--- src/hdl/efnc_pkg.sv ---
// ---------------------------------------------------------------------------
// efnc_pkg
// Shared types and constants of the eigenface nearest-centroid block.
// ---------------------------------------------------------------------------
package efnc_pkg;

    localparam int NUM_PIXELS     = 4096;
    localparam int MAX_COMPONENTS = 16;
    localparam int MAX_PERSONS    = 64;

    localparam int PIX_W   = $clog2(NUM_PIXELS);
    localparam int COMP_W  = $clog2(MAX_COMPONENTS);
    localparam int PERS_W  = $clog2(MAX_PERSONS);
    localparam int CENT_AW = PERS_W + COMP_W;
    localparam int NCOMP_W = 5;
    localparam int NPERS_W = 7;
    localparam int VAL_W   = 24;
    localparam int STORE_W = 16;
    localparam int ACC_W   = 48;
    localparam int PROD_W  = 34;
    localparam int CTR_W   = 18;
    localparam int FEAT_W  = 24;
    localparam int DIFF_W  = 25;
    localparam int SQ_W    = 49;
    localparam int DIST_W  = 54;
    localparam int STAT_W  = 2;
    localparam int QDEPTH  = 4;
    localparam int QPTR_W  = 2;

    localparam logic [DIST_W-1:0] DIST_MAX = {DIST_W{1'b1}};

    localparam logic [STAT_W-1:0] ST_MATCH    = 2'd0;
    localparam logic [STAT_W-1:0] ST_UNKNOWN  = 2'd1;
    localparam logic [STAT_W-1:0] ST_NOTREADY = 2'd2;

    localparam logic [1:0] REG_MODEL_READY = 2'd0;
    localparam logic [1:0] REG_ACTIVE_COMP = 2'd1;
    localparam logic [1:0] REG_PERSON_CNT  = 2'd2;
    localparam logic [1:0] REG_THRESHOLD   = 2'd3;

    typedef enum logic [1:0] {
        REQ_MEAN  = 2'd0,
        REQ_BASIS = 2'd1,
        REQ_CENT  = 2'd2,
        REQ_PIX   = 2'd3
    } t_kind;

    typedef struct packed {
        t_kind                    kind;
        logic [PIX_W-1:0]         pix;
        logic [COMP_W-1:0]        comp;
        logic [PERS_W-1:0]        person;
        logic signed [VAL_W-1:0]  value;
        logic                     last;
    } t_req;

    typedef struct packed {
        logic                     model_ready;
        logic [NCOMP_W-1:0]       active_components;
        logic [NPERS_W-1:0]       person_count;
        logic [DIST_W-1:0]        threshold;
    } t_cfg;

    typedef struct packed {
        logic [STAT_W-1:0]        status;
        logic [PERS_W-1:0]        person_id;
        logic [DIST_W-1:0]        distance_sq;
    } t_res;

endpackage

--- src/hdl/efnc_if.sv ---
// ---------------------------------------------------------------------------
// efnc_in_if / efnc_out_if
// Valid/ready channels for request words and result words.
// ---------------------------------------------------------------------------
interface efnc_in_if;
    import efnc_pkg::*;
    logic                    valid;
    logic                    ready;
    logic [1:0]              req_type;
    logic [PIX_W-1:0]        pixel_index;
    logic [COMP_W-1:0]       comp_index;
    logic [PERS_W-1:0]       person_index;
    logic signed [VAL_W-1:0] value;
    logic                    last;
    modport source (output valid, req_type, pixel_index, comp_index, person_index,
                    value, last, input ready);
    modport sink   (input valid, req_type, pixel_index, comp_index, person_index,
                    value, last, output ready);
endinterface


--- src/hdl/efnc_front.sv ---
// ---------------------------------------------------------------------------
// efnc_front
// Accepts request words, tags their kind and queues them for the back end.
// ---------------------------------------------------------------------------
module efnc_front
    import efnc_pkg::*;
(
    input  logic      i_clk,
    input  logic      i_rst_n,
    efnc_in_if.sink   i_req,
    output logic      o_q_valid,
    output t_req      o_q_data,
    input  logic      i_q_pop
);
    t_req              r_q [QDEPTH];
    logic [QPTR_W-1:0] r_wr, r_rd;
    logic [QPTR_W:0]   r_cnt;
    logic              push;
    logic              pop;
    t_req              w_item;

    assign i_req.ready = (r_cnt != (QPTR_W+1)'(QDEPTH));
    assign push        = i_req.valid && i_req.ready;
    assign pop         = i_q_pop && o_q_valid;
    assign o_q_valid   = (r_cnt != '0);
    assign o_q_data    = r_q[r_rd];

    always_comb begin
        w_item.kind   = t_kind'(i_req.req_type);
        w_item.pix    = i_req.pixel_index;
        w_item.comp   = i_req.comp_index;
        w_item.person = i_req.person_index;
        w_item.value  = i_req.value;
        w_item.last   = i_req.last;
    end

    always_ff @(posedge i_clk) begin
        if (push) begin
            r_q[r_wr] <= w_item;
        end
    end

    always_ff @(posedge i_clk) begin
        if (!i_rst_n) begin
            r_wr  <= '0;
            r_rd  <= '0;
            r_cnt <= '0;
        end else begin
            if (push) begin
                r_wr <= r_wr + 1'b1;
            end
            if (pop) begin
                r_rd <= r_rd + 1'b1;
            end
            if (push && !pop) begin
                r_cnt <= r_cnt + 1'b1;
            end else if (pop && !push) begin
                r_cnt <= r_cnt - 1'b1;
            end
        end
    end
endmodule

--- src/flat_wrapper.sv ---
// flat-port wrapper written by rule: the top's interface ports become plain ports
module efnc_front_flat import efnc_pkg::*;
  (i_clk, i_rst_n, o_q_valid, o_q_data, i_q_pop, i_req_valid, i_req_req_type, i_req_pixel_index, i_req_comp_index, i_req_person_index, i_req_value, i_req_last, i_req_ready);
  efnc_in_if i_req_i ();
  input  logic i_clk;
  input  logic i_rst_n;
  output logic o_q_valid;
  output t_req o_q_data;
  input  logic i_q_pop;
  input wire logic [$bits(i_req_i.valid)-1:0] i_req_valid;
  input wire logic [$bits(i_req_i.req_type)-1:0] i_req_req_type;
  input wire logic [$bits(i_req_i.pixel_index)-1:0] i_req_pixel_index;
  input wire logic [$bits(i_req_i.comp_index)-1:0] i_req_comp_index;
  input wire logic [$bits(i_req_i.person_index)-1:0] i_req_person_index;
  input wire logic [$bits(i_req_i.value)-1:0] i_req_value;
  input wire logic [$bits(i_req_i.last)-1:0] i_req_last;
  output wire logic [$bits(i_req_i.ready)-1:0] i_req_ready;
  assign i_req_i.valid = i_req_valid;
  assign i_req_i.req_type = i_req_req_type;
  assign i_req_i.pixel_index = i_req_pixel_index;
  assign i_req_i.comp_index = i_req_comp_index;
  assign i_req_i.person_index = i_req_person_index;
  assign i_req_i.value = i_req_value;
  assign i_req_i.last = i_req_last;
  assign i_req_ready = i_req_i.ready;
  efnc_front u_core (.i_clk(i_clk), .i_rst_n(i_rst_n), .i_req(i_req_i), .o_q_valid(o_q_valid), .o_q_data(o_q_data), .i_q_pop(i_q_pop));
endmodule
--- config.mk ---
export PLATFORM = sky130hd
export DESIGN_NAME = efnc_front_flat
export DESIGN_NICKNAME = d
export VERILOG_FILES = /design/src/hdl/efnc_pkg.sv /design/src/hdl/efnc_if.sv /design/src/hdl/efnc_front.sv /design/src/flat_wrapper.sv
export SDC_FILE = /design/constraint.sdc
export NUM_CORES = 1
export LEC_CHECK = 0
export BUFFER_PORTS_ARGS = -buffer_cell sky130_fd_sc_hd__buf_2
export CAP_MARGIN = 20
export CORE_MARGIN = 10
export CORE_UTILIZATION = 25
export DETAILED_ROUTE_END_ITERATION = 7
export GPL_ROUTABILITY_DRIVEN = 0
export PLACE_DENSITY_LB_ADDON = 0.12
export RECOVER_POWER = 25
export SLEW_MARGIN = 10
export SYNTH_ARGS = -nofsm -noshare
export SYNTH_HDL_FRONTEND = slang
export SYNTH_SLANG_ARGS = --single-unit
--- constraint.sdc ---
create_clock -name i_clk -period 3.6 [get_ports i_clk]
set_clock_uncertainty 0.1 [all_clocks]
set_input_delay 0.36 -clock i_clk [delete_from_list [all_inputs] [get_ports i_clk]]
set_output_delay 0.36 -clock i_clk [all_outputs]
set_load 0.03 [all_outputs]
# Yosys cells after proc, flatten, opt, wreduce, memory -nomap -nowiden
# Memories as Yosys holds them, arrays and structs flattened. A register that Yosys moved wholly into a read port is not among the register bits.
# Index checks and enable logic that the tools add are counted.
dict set report word_totals {
  reg_bits 7
  ramBits 196
  input_bits 53
  output_inout_bits 51
  elab_cells 23
  memories 1
}
dict set report classes {
  n_addsub 4
  eq_ne 1
  muxes 6
  reduce_logical 8
}
# memory words word_bits read_ports rd_ports_with_merged_regs write_ports line
set mem_list {}
lappend mem_list {u_core.r_q 4 49 1 1 1 efnc_front.sv:15} ;# t_req r_q [QDEPTH];
# cell count
set ops {}
lappend ops {{2-to-1 mux 3 bit} 2}
lappend ops {{adder 2 x 1 -> 2 bit (second input constant)} 2}
lappend ops {{logical AND 1 bit} 4}
lappend ops {{2-to-1 mux 2 bit} 2}
lappend ops {{adder 3 x 1 -> 3 bit (second input constant)} 1}
lappend ops {{inequality test 3 bit (second input constant)} 1}
lappend ops {{nonzero test 3 bit} 1}
lappend ops {{subtractor 3 x 1 -> 3 bit (second input constant)} 1}
lappend ops {{zero test 1 bit} 2}
lappend ops {{2-to-1 mux 1 bit} 2}
lappend ops {{nonzero test 2 bit} 1}

# Longest topological paths before layout
# Gate-level depths: netlist (run 1).
dict set report depth {
  word_depth 6
  mapped_depth 8
  depth_no_buf 8
}

# Least setup slack after synthesis (run 1)
# Ideal clock, no wire load.
dict set report synth_path {
  path_type {register to register}
  startpoint {reg u_core.r_cnt[0]}
  endpoint {mem u_core.r_q[0][0] (netlist bit), enable pin}
  setup_time_ps 412
  arrival_time_ps 2020
  t_required_ps 3088
  slack_ps 1069
  stages_incl_launch_ff 4
  path_buffers 0
  period_less_slack_ps 2531
  cell_sequence {dfxtp_1 nor2_1 a21boi_2 and2_1}
}
dict set report synth_between {
  elab_chain_len 4
}
# item line
set synth_rtl {}
lappend synth_rtl {{from (decl)} efnc_front.sv:17} ;# logic [QPTR_W:0] r_cnt;
lappend synth_rtl {{from (signal assigned)} efnc_front.sv:56} ;# r_cnt <= r_cnt + 1'b1;
lappend synth_rtl {{from (signal assigned)} efnc_front.sv:58} ;# r_cnt <= r_cnt - 1'b1;
lappend synth_rtl {{inequality test 3 bit} efnc_front.sv:22} ;# assign i_req.ready = (r_cnt != (QPTR_W+1)'(QDEPTH));
lappend synth_rtl {{logical AND 1 bit} efnc_front.sv:23} ;# assign push = i_req.valid && i_req.ready;
lappend synth_rtl {{via u_core.push} efnc_front.sv:18} ;# logic push;
lappend synth_rtl {{2-to-1 mux 1 bit} efnc_front.sv:38} ;# if (push) begin
lappend synth_rtl {{2-to-1 mux 1 bit (implied by the code)} efnc_front.sv:39} ;# r_q[r_wr] <= w_item;
lappend synth_rtl {{to (decl)} efnc_front.sv:15}
# The timed path passes the listed nets, and every way through them passes these cells.

==> flow_metrics.tcl, run 1 <==
set metrics [dict create \
    final_cell_count_no_fill 886 \
    rsz0062_at_grt "no" \
    drive_gt1_share_pct 33.74 \
    die-height_um 194.0 \
    hold_viol_final 0 \
    ios 104 \
    grt_pass1_wl_um 26310 \
    nNetsFinal 539 \
    fin_setup_tns_ns 0 \
    cp.required_ns 3.14 \
    nFillCells 2893 \
    grt_max_degree 50 \
    min_from "i_rst_n" \
    cts_tree "built" \
    initial_core_util_pct 25.41 \
    slowest_delay_ns 0.70 \
    ys_types 26 \
    place.port_buffers 103 \
    p_per_area_mw_per_mm2 733.5 \
    path_class "reg2out" \
    route.detailed.drc 0 \
    cap_violations 0 \
    worstHoldPathCells 3 \
    leakage_nw 3.198 \
    r2r-end "u_core.r_cnt[2]$_SDFFE_PN0P_" \
    drv_slew 0 \
    ys_seq_area_share_pct 80.12 \
    min_path_type "in2reg" \
    setup_violations 0 \
    via_per_inst 4.097 \
    hpwlAfterDp_um 10300 \
    firstDrtPassIters 4 \
    ant_nets 0 \
    vias 3630 \
    status "finished, final reports clean" \
    multi_input_area_mm2 0.001400 \
    netlist_instances 304 \
    power.total_w 0.007139 \
    htreeDepth 1 \
    wl_per_cell_um 19.27 \
    crit_path_start_kind "flip-flop" \
    dieArea_mm2 0.03765 \
    crit_chain "buf_4 > mux4_2 > buf_2" \
    post_cts_buffers 0 \
    drt_wl_total_um 17080 \
    avgSynthCellArea_um2 24.90 \
    syn_nets 363 \
    r2r-start "u_core.r_cnt[0]$_SDFFE_PN0P_" \
    period_minus_slack_ns 2.817 \
    antenna_found_initial 1 \
    cts-root-buf "clkbuf_16" \
    fin_crit_sh_pct 78.25 \
    max_slew_margin_pct 45.29 \
    grt_overflow 0 \
    grt.total_usage_pct 8.870 \
    endpoint_kind "primary output" \
    r2r_cells 8 \
    cp_max_fo 26 \
    syn_area_mm2 0.007571 \
    cts.sinks 205 \
    clk_path_buf_depth 3 \
    synth_seq_cells 205 \
    path_clk_slew_ns 0.05 \
    critPathArrivalTime_ns 2.36 \
    clk_latency_ns 0.50 \
    coreArea_mm2 0.02980 \
    ir_worst_vdd_v 0.0002681 \
    placedCellCount 794 \
    tightest_slew_ns 0.8207 \
    fp.dieW_um 194.0 \
    holdWs_ns 0.08295 \
    grt_pass1_vias 4282 \
    drt-initial-drc-count 120 \
    cpMaxStageDelayCell "dfxtp_4" \
    fmax_mhz 355.0 \
    whs_endpoint "u_core.r_wr[1]$_SDFFE_PN0P_" \
    rrSetupSlack_ns 1.15 \
    seqCellArea_mm2 0.006071 \
    numCtsBuffers 25 \
    fp-row-count 63 \
    syn_to_final_growth_pct 28.56 \
    fin_util_pct 32.67 \
    yosysWarningCount 0 \
]
-- report_power, final --
| part | switching, W | total (W) | internal, W |
|---|---|---|---|
| Clock | 0.000891 | 0.00215 | 0.00126 |
| Sequential | 0.000153 | 0.00306 | 0.00290 |
| Combinational | 0.00118 | 0.00193 | 0.000753 |
-- cell usage after synthesis, drive strengths merged --
master / count / area, µm²
clkbuf: 1 / 3.750
fa: 1 / 20.02
dfxtp: 9 / 180.2
mux4: 49 / 1111
mux2i: 3 / 30.03
nand2: 5 / 18.77
ha: 5 / 62.56
o21ai: 1 / 5.000
o31ai: 1 / 12.51
a21boi: 2 / 18.77
inv: 3 / 11.26
xnor2: 3 / 26.28
buf: 11 / 95.09
nor2b: 1 / 6.260
nor2: 1 / 3.750
or3: 2 / 12.51
and2: 8 / 50.05
xor2: 1 / 8.760
edfxtp: 196 / 5886
o311ai: 1 / 8.760
-- flip-flops by register name, summed over array words and instances, names as in the netlist, named ones only --
register,cells
u_core.r_rd,2
u_core.r_cnt,3
u_core.r_q,196
u_core.r_wr,2
-- cell families (layout without fill, tap and decap cells) --
| group | count (synthesis) | count (layout) | synth area share (%) |
|---|---|---|---|
| adder cells (fa/ha/maj) | 6 | 6 | 1.091 |
| buffers and inverters | 15 | 206 | 1.454 |
| flip-flops | 205 | 205 | 80.12 |
| multiplexers | 52 | 52 | 15.07 |
| AND/OR/NAND/NOR | 17 | 17 | 1.206 |
| AO/OA/AOI/OAI | 5 | 5 | 0.5949 |
| other | 0 | 1 | 0 |
| XOR/XNOR | 4 | 4 | 0.4628 |
-- worst max path at each step --
stage | cells after the start | start | slack [ns] | end
floorplan | 3 | u_core.r_cnt[0]$_SDFFE_PN0P_ | 1.07 | u_core.r_q[0][0]$_DFFE_PP_
global placement | 4 | u_core.r_cnt[0]$_SDFFE_PN0P_ | 1.22 | u_core.r_q[3][39]$_DFFE_PP_
detailed placement | 8 | u_core.r_cnt[0]$_SDFFE_PN0P_ | 1.16 | u_core.r_cnt[2]$_SDFFE_PN0P_
CTS | 3 | flip-flop | 0.66 | o_q_data[9]
global route | 3 | flip-flop | 0.60 | o_q_data[9]
finish | 3 | flip-flop | 0.78 | o_q_data[9]
-- cells in the final DEF (no fill, tap or decap) --
master and count:
mux4_1 2, dfxtp_2 1, or3_1 2, o311ai_1 1, mux2i_1 3, o21ai_0 1
xnor2_1 3, nor2_1 1, buf_4 7, ha_1 5, nand2_1 5, xor2_1 1
clkinv_1 8, o31ai_2 1, clkbuf_16 25, inv_1 3, buf_2 74, diode_2 1
clkinv_2 3, dfxtp_4 1, nor2b_1 1, fa_1 1, and2_1 4, a21boi_0 1
edfxtp_1 196, mux4_2 47, clkbuf_1 34, inv_6 1, buf_12 2, and2_2 4
dlygate4sd3_1 49, a21boi_2 1, dfxtp_1 7
-- timing repair --
| item | in CTS | in global routing |
|---|---|---|
| hold buffers | 49 | 0 |
| gates resized for setup | 0 | 0 |
| endpoints found under the setup margin | 0 | 0 |
| endpoints found under the hold margin | 196 | 0 |
-- routing by layer --
layer	vias to the layer above	track usage, %	part of all wire (%)
met5	-	0	0
met4	0	2.186	1.5
met3	20	3.147	7.0
met2	91	13.59	45
met1	1877	11.71	47
li1	1642	-	-
-- worst max-delay path, delay by kind of cell, from the launching register on --
family / cells / cell delay [ns]
buf+inv: 2 / 0.57
flops: 1 / 0.70
mux: 1 / 0.56
-- stage by stage --
stage / cell area [µm²] / setup slack (ns)
after detailed placement: 8578 / 1.155
after floorplan: 7571 / 1.069
after global routing: 9733 / 0.6023
after CTS: 9767 / 0.6602
after global placement: 8578 / 1.217
final: 9733 / 0.7830
-- cell type report --
type,count,area share [%]
inverter,3,0.1157
tap,390,5.014
multi-input combinational,84,14.38
sequential,205,62.37
clock inverter,12,0.5528
timing repair buffer,161,10.91
antenna,1,0.02571
clock buffer,30,6.620
Note: power is estimated with default switching activity, not from simulation.
==> run 2: changes to the inputs <==
- clock period: 3.6 -> 2.42 ns (I/O delays scaled with it)
==> run 2 against run 1 <==
  * Non-clock buffer count up 7
  * Sequential power grew 45%
  * Via count up 1.2%
  * Cell count is 0.90% higher
  * Largest power group unchanged
  * Highest routed layer unchanged
==> flow_metrics.tcl, run 2 (same netlist as run 1, synthesis figures left out) <==
set metrics [dict create \
    reg_top3 "u_core.r_q: 196 flops, u_core.r_cnt: 3 flops" \
    cpMaxStageDelayCell "mux4_2" \
    multi_input_area_mm2 0.001409 \
    power.total_w 0.01092 \
    drv_slew 0 \
    fmax_mhz 435.9 \
    syn_to_final_growth_pct 30.94 \
    wl_per_cell_um 19.15 \
    fin_setup_tns_ns 0 \
    die-height_um 194.0 \
    endpoint_kind "primary output" \
    regMostFlops "u_core.r_q" \
    vias 3675 \
    ant_nets 0 \
    route.detailed.drc 0 \
    p_sw_share_pct 30.42 \
    cts-root-buf "clkbuf_16" \
    leakage_nw 3.274 \
    fp.dieW_um 194.0 \
    antenna_found_initial 1 \
    nFillCells 2846 \
    cp_max_fo 29 \
    crit_family "multiplexers" \
    dieArea_mm2 0.03765 \
    place.port_buffers 103 \
    layout_commonest_cell "edfxtp_1" \
    nNetsFinal 545 \
    hold_viol_final 0 \
    p_comb_share_pct 28.0 \
    drt_wl_total_um 17120 \
    drive_gt1_share_pct 34.99 \
    fin_crit_sh_pct 94.79 \
    initial_core_util_pct 25.41 \
    ios 104 \
    p_sw_w 0.003322 \
    htreeDepth 1 \
    p_per_area_mw_per_mm2 1102 \
    grt_overflow 0 \
    mostFrequentLayoutCells "196 x edfxtp_1, 74 x buf_2, 50 x dlygate4sd3_1" \
    rsz0062_at_grt "no" \
    post_cts_buffers 0 \
    cts.sinks 205 \
    via_per_inst 4.111 \
    intPower_w 0.007600 \
    clockPowerShare_pct 31.3 \
    grt_pass1_vias 4286 \
    cts_tree "built" \
    drt-initial-drc-count 136 \
    cp.buffers_inverters 2 \
    cp.required_ns 2.08 \
    critPathArrivalTime_ns 1.95 \
    min_path_type "in2reg" \
    ir_worst_vdd_v 0.0004362 \
    setup_violations 0 \
    cap_violations 0 \
    max_slew_margin_pct 70.53 \
    status "finished, final reports clean" \
    numCtsBuffers 24 \
    seqCellArea_mm2 0.006073 \
    largest_reg_flops 196 \
    path_class "reg2out" \
    period_minus_slack_ns 2.294 \
    fp-row-count 63 \
    coreArea_mm2 0.02980 \
    grt_max_degree 37 \
    grt_pass1_wl_um 25970 \
    grt.total_usage_pct 8.850 \
    crit_chain "buf_12 > mux4_2 > buf_2" \
    slowest_delay_ns 0.59 \
    clk_latency_ns 0.50 \
    p_seq_share_pct 40.7 \
    crit_path_start_kind "flip-flop" \
    path_clk_slew_ns 0.05 \
    clk_path_buf_depth 3 \
    firstDrtPassIters 4 \
    hpwlAfterDp_um 10480 \
    tightest_slew_ns 0.4351 \
]
==> run 2: changes by cell type in the layout (fill, tap and decap cells not counted), moves of 2 or more <==
cell	previous run	this run
dfxtp_1	7	5
clkinv_1	8	6
dfxtp_2	1	3
clkbuf_1	34	36
buf_12	2	7
bufinv_16	0	2
==> run 2: worst paths after layout <==
check	startpoint	to	slack (ns)	depth (start not counted)
hold reg to reg	u_core.r_wr[0]$_SDFFE_PN0P_	u_core.r_wr[0]$_SDFFE_PN0P_	0.40	2
setup / recovery	flip-flop	o_q_data[27]	0.13	3
setup reg to reg	u_core.r_cnt[2]$_SDFFE_PN0P_	u_core.r_cnt[2]$_SDFFE_PN0P_	0.22	7
hold / removal	i_q_pop	u_core.r_rd[0]$_SDFFE_PN0P_	0.10	4
==> run 2: stage by stage <==
stage          std cells  hold WS (ns)  setup WS, ns  utilization, %  area [µm²]
3_5_place_dp         800        0.3612        0.1553           29.15        8686
3_3_place_gp         800        0.3539        0.3040           29.15        8686
5_1_grt              893       0.09925       0.02551           33.26        9911
6_report             894        0.1015        0.1261           33.27        9913
4_1_cts              893       0.09693       0.06389           33.35        9936
2_1_floorplan        304        0.2409        0.2326               -        7576
==> run 2: repair_timing <==
action,in CTS,in global routing
setup endpoints to repair,0,1
hold endpoints to repair,205,0
hold buffers,50,0
gates resized for setup,0,3
==> run 2: power groups by stage <==
stage	Combinational [W]	Clock (W)	Sequential, W
5_1_grt	0.00331	0.00369	0.00448
2_1_floorplan	0.00218	0	0.00447
3_5_place_dp	0.00311	0	0.00452
4_1_cts	0.00319	0.00354	0.00444
3_3_place_gp	0.00311	0	0.00449
6_report	0.00306	0.00342	0.00444
==> run 2: area by class of cell <==
| class | instances | area share, % |
|---|---|---|
| diodes | 1 | 0.02524 |
| clock buffers | 32 | 6.576 |
| clock inverters | 11 | 0.9845 |
| inverters | 3 | 0.1136 |
| multi-input cells | 84 | 14.21 |
| flip-flops and latches | 205 | 61.26 |
| well taps | 390 | 4.922 |
| repair buffers | 168 | 11.90 |
==> run 2: routing by layer <==
layer,vias to the layer above,track usage [%],part of all wire [%]
met5,-,0,0
met4,0,2.186,1.4
met3,24,2.472,5.9
met2,101,14.69,49
met1,1893,11.15,44
li1,1657,-,-
==> run 2: tightest hold or removal path, delay by kind of cell <==
kind	cells	cell delay (ns)
xor+xnor	1	0.07
compound gates	1	0.07
buf+inv	1	0.12
simple gates	1	0.15
